$ cat src/rtl/dpp_pkg.sv
// ----------------------------------------------------------------------------
// dpp_pkg
// Shared types and constants of the domino packing profile engine.
// ----------------------------------------------------------------------------
package dpp_pkg;

    localparam int CELL_BITS = 16;
    localparam int NUM_CELLS = 8;
    localparam int ROWS_BITS = 4;
    localparam logic [ROWS_BITS-1:0] ROWS_RESET = 4'd8;

    typedef struct packed {
        logic capture;
        logic hold_in;
        logic hold_cur;
        logic go;
        logic horiz;
        logic out_load;
        logic clear;
    } cmd_t;

    typedef struct packed {
        logic pass_done;
    } stat_t;

endpackage

$ cat src/rtl/dpp_ctrl.sv
// ----------------------------------------------------------------------------
// dpp_ctrl
// Controller: accepts columns, starts profile passes and hands out results.
// ----------------------------------------------------------------------------
module dpp_ctrl (
    input  logic           clk,
    input  logic           rst_n,
    input  logic           in_valid,
    input  logic           in_last,
    output logic           in_ready,
    output logic           out_valid,
    input  logic           out_ready,
    input  dpp_pkg::stat_t stat,
    output dpp_pkg::cmd_t  cmd
);

    typedef enum logic [3:0] {
        S_IDLE   = 4'b0001,
        S_PASS_A = 4'b0010,
        S_PASS_B = 4'b0100,
        S_EMIT   = 4'b1000
    } state_t;

    state_t state_reg, state_next;
    logic   held_reg, held_next;
    logic   last_reg, last_next;
    logic   out_valid_reg, out_valid_next;

    always_comb
    begin
        state_next     = state_reg;
        held_next      = held_reg;
        last_next      = last_reg;
        out_valid_next = out_valid_reg & ~out_ready;
        cmd            = '0;
        unique case (state_reg)
            S_IDLE:
            begin
                if (in_valid)
                begin
                    cmd.capture = 1'b1;
                    last_next   = in_last;
                    if (held_reg)
                    begin
                        cmd.go     = 1'b1;
                        cmd.horiz  = 1'b1;
                        state_next = S_PASS_A;
                    end
                    else if (!in_last)
                    begin
                        cmd.hold_in = 1'b1;
                        held_next   = 1'b1;
                    end
                    else
                    begin
                        cmd.go     = 1'b1;
                        state_next = S_PASS_B;
                    end
                end
            end
            S_PASS_A:
            begin
                if (stat.pass_done)
                begin
                    if (last_reg)
                    begin
                        cmd.go     = 1'b1;
                        state_next = S_PASS_B;
                    end
                    else
                    begin
                        cmd.hold_cur = 1'b1;
                        held_next    = 1'b1;
                        state_next   = S_IDLE;
                    end
                end
            end
            S_PASS_B:
            begin
                if (stat.pass_done)
                begin
                    state_next = S_EMIT;
                end
            end
            S_EMIT:
            begin
                if (!out_valid_reg || out_ready)
                begin
                    cmd.out_load   = 1'b1;
                    cmd.clear      = 1'b1;
                    held_next      = 1'b0;
                    out_valid_next = 1'b1;
                    state_next     = S_IDLE;
                end
            end
            default:
            begin
                state_next = S_IDLE;
            end
        endcase
    end

    always_ff @(posedge clk or negedge rst_n)
    begin
        if (!rst_n)
        begin
            state_reg     <= S_IDLE;
            held_reg      <= 1'b0;
            last_reg      <= 1'b0;
            out_valid_reg <= 1'b0;
        end
        else
        begin
            state_reg     <= state_next;
            held_reg      <= held_next;
            last_reg      <= last_next;
            out_valid_reg <= out_valid_next;
        end
    end

    assign in_ready  = (state_reg == S_IDLE);
    assign out_valid = out_valid_reg;

endmodule

$ cat config.mk
export PLATFORM = sky130hd
export DESIGN_NAME = dpp_ctrl
export DESIGN_NICKNAME = d
export VERILOG_FILES = /design/src/rtl/dpp_pkg.sv /design/src/rtl/dpp_ctrl.sv
export SDC_FILE = /design/constraint.sdc
export NUM_CORES = 1
export LEC_CHECK = 0
export ABC_AREA = 1
export BUFFER_PORTS_ARGS = -buffer_cell sky130_fd_sc_hd__buf_2
export CAP_MARGIN = 20
export CORE_AREA = 5 5 42 44
export CTS_CLUSTER_DIAMETER = 100
export DETAILED_ROUTE_END_ITERATION = 16
export DIE_AREA = 0 0 47 49
export PLACE_DENSITY_LB_ADDON = 0.25
export SLEW_MARGIN = 0
export SYNTH_ARGS = -nofsm -noshare
export SYNTH_HDL_FRONTEND = slang
export SYNTH_SLANG_ARGS = --single-unit
export TNS_END_PERCENT = 30
$ cat constraint.sdc
create_clock -name clk -period 1.45 [get_ports clk]
set_input_delay 0.2175 -clock clk [delete_from_list [all_inputs] [get_ports clk]]
set_output_delay 0.2175 -clock clk [all_outputs]
set_load 0.005 [all_outputs]
==> results.sh <==
export IMPL_largest_reg_flops=4
export IMPL_yosys_area_share_simple_pct=46.89
export IMPL_whs_ns=0.1664
export IMPL_multi_input_area_sq_um=302.8
export IMPL_synth_top_family_by_area="simple AND/OR/NAND/NOR gates"
export IMPL_r2r_slack_ns=0.15
export IMPL_viasPerCell=4.757
export IMPL_fin_crit_ns=1.586
export IMPL_yosysWarnings=0
export IMPL_antenna_found_initial=0
export IMPL_pre_cts_ws_ns=0.07336
export IMPL_reg2reg_from="state_reg[0]"
export IMPL_vias=528
export IMPL_p_per_area_nw_per_um2=2012
export IMPL_dpl_cell_area_sq_um=613.1
export IMPL_start_util_pct=37.32
export IMPL_grtUsageMet2_pct=20.36
export IMPL_startpoint_type="flip-flop"
export IMPL_synth_nets=78
export IMPL_tightestPinTransition_ns=0.2175
export IMPL_drt_iter0_markers=3
export IMPL_grt_pass1_vias=508
export IMPL_tritoncts="yes"
export IMPL_fmax_mhz=630.5
export IMPL_synth_distinct_cells=20
export IMPL_die_x_um=47
export IMPL_slew_viol_final=0
export IMPL_tns_ns=-0.7091
export IMPL_antennaDiodeCount=0
export IMPL_skew_ns=0.0002704
export IMPL_fin_cells=111
export IMPL_synth_area_sq_um=523.0
export IMPL_min_path_type="primary input to flip-flop"
export IMPL_layout_drive_gt1_share_pct=48.42
export IMPL_coreArea_sq_um=1401
export IMPL_fillers=153
export IMPL_synth_avg_cell_area_sq_um=7.264
export IMPL_rows=14
export IMPL_port_buffers=14
export IMPL_cts_buffers_inserted=3
export IMPL_r2r_end="state_reg[3]"
export IMPL_critical_path_class="flip-flop to primary output"
export IMPL_maxCapViolations=0
export IMPL_dieArea_sq_um=2303
export IMPL_postSynthCellCount=72
export IMPL_ys_seq_elements=7
export IMPL_post_drt_wl_per_cell_um=11.37
export IMPL_root_buffer="clkbuf_4"
export IMPL_grtUsageMet1_pct=14.80
export IMPL_grtUsageTotal_pct=13.18
export IMPL_nets=102
export IMPL_path_clk_slew_ns=0.06
export IMPL_grt_pass1_wl_um=2097
export IMPL_violations="setup timing"
export IMPL_synth_xor_area_share_pct=0
export IMPL_ys_seq_area_share_pct=33.73
export IMPL_drc=0
export IMPL_gr_total_overflow=0
export IMPL_detail_route_antenna_nets=0
export IMPL_hold_viol_final=0
export IMPL_h_tree_depth=1
export IMPL_hold_end="out_valid"
export IMPL_synthMuxAreaShare_pct=0
export IMPL_irDropWorstVdd_mv=1.143
export IMPL_path_max_fanout=3
export IMPL_min_delay_start="out_ready"
export IMPL_post_route_util_pct=49.46
export IMPL_cp_end_kind="primary output"
export IMPL_synth_compound_area_share_pct=8.612
export IMPL_clkSinkCount=7
export IMPL_fin_crit_sh_pct=109.4
export IMPL_leakage_nw=0.3794
export IMPL_cp_arrival_ns=1.37
export IMPL_seq_area_sq_um=177.7
export IMPL_final_area_sq_um=693.2
export IMPL_slew_headroom_pct=85.37
export IMPL_hold_depth=2
export IMPL_p_total_mw=1.395
export IMPL_fp_dieH_um=49
export IMPL_grt_busiest_layer="met2"
export IMPL_clockBufferDepth=2
export IMPL_synthAdderAreaFrac_pct=0
export IMPL_grtUsageMet3_pct=1.107
export IMPL_clk_latency_ns=0.26
export IMPL_layout_setup_ws_ns=-0.1360
export IMPL_outcome="finished with violations"
export IMPL_ios=15
export IMPL_grt_setup_unrepaired="yes"
export IMPL_gp_congestion=0.8267
export IMPL_finalWirelength_um=1262
export IMPL_dp_hpwl_um=972.7
export IMPL_drtPass1Iterations=4
export IMPL_grt_max_degree=8
export IMPL_critPathRequiredTime_ns=1.23
export IMPL_finalSetupViolCount=8
export IMPL_ff2ff_path_depth=8
export IMPL_area_growth_pct=32.54
export IMPL_dp_cells=102
## synthesized netlist by cell type
master	n	area [sq um]
inv_1	7	26.28
nand2_2	1	6.260
o21ai_1	1	5.000
nand2_4	1	11.26
nor2_1	8	30.03
clkinv_1	1	3.750
nand3b_1	1	7.510
o22ai_2	1	12.51
o21ai_0	2	10.01
nor2_2	3	18.77
nand3_1	9	45.04
inv_2	5	18.77
buf_4	1	7.510
o21ai_2	2	17.52
dfstp_2	1	26.28
dfrtp_1	6	150.1
nand3_2	3	30.03
nor4_1	1	6.260
nor2_4	3	33.78
nand2_1	15	56.30
## critical path: stages, from the launching register on
cell	delay, ns
dfstp_2	0.53
inv_2	0.04
nor2_4	0.11
nand2_4	0.08
nor2_4	0.10
inv_2	0.06
o22ai_2	0.07
buf_2	0.12
## cell type report
| type | instances | area share [%] |
|---|---|---|
| Clock buffer | 4 | 3.791 |
| Inverter | 13 | 7.040 |
| Multi-Input combinational cell | 51 | 43.68 |
| Sequential cell | 7 | 25.63 |
| Tap cell | 16 | 2.888 |
| Timing Repair Buffer | 20 | 16.97 |
## repair_timing
action	CTS	global route
setup buffers	3	1
gates resized for setup	1	4
pin swaps	2	3
hold buffers	1	0
endpoints found under the setup margin	8	8
hold endpoints to repair	6	0
## logic make-up after synthesis
group / Yosys count
compound gates: 6
buf+inv: 14
flops: 7
simple gates: 45
## routing by layer
metal  routed length (um)  vias to the layer above  part of all wire [%]
li1                     -                      272                     -
met1                  548                      237                    43
met2                  618                       15                    49
met3                   32                        4                   2.5
met4                   63                        0                   5.0
met5                    0                        -                     0
## report_power, final
part	switching [mW]	internal, mW	total (mW)
combinational	0.486	0.363	0.849
sequential	0.0720	0.286	0.358
clock	0.0821	0.106	0.188
## placed cells by master (no fill, tap or decap), types with 2 or more instances in the layout
master / Yosys / final
o21ai_0: 2 / 2
buf_4: 1 / 5
nor2_1: 8 / 6
inv_2: 5 / 5
o21ai_2: 2 / 2
buf_2: 0 / 14
nor2_2: 3 / 4
nand3_2: 3 / 3
dfrtp_1: 6 / 5
inv_1: 7 / 7
nand3_1: 9 / 9
nand2_1: 15 / 14
clkbuf_4: 0 / 3
nor2_4: 3 / 4
nand2_2: 1 / 2
## worst max path at each step
stage,from,to,slack (ns),depth (start not counted)
after global routing,state_reg[2],cmd[3],-0.18,6
after CTS,state_reg[0],cmd[3],-0.14,7
after floorplan,state_reg[0],cmd[2],0.14,6
after global placement,state_reg[0],cmd[3],0.08,7
final,state_reg[0],cmd[3],-0.14,7
after detailed placement,state_reg[0],cmd[3],0.07,7
Power figures use the tool's default switching activity.
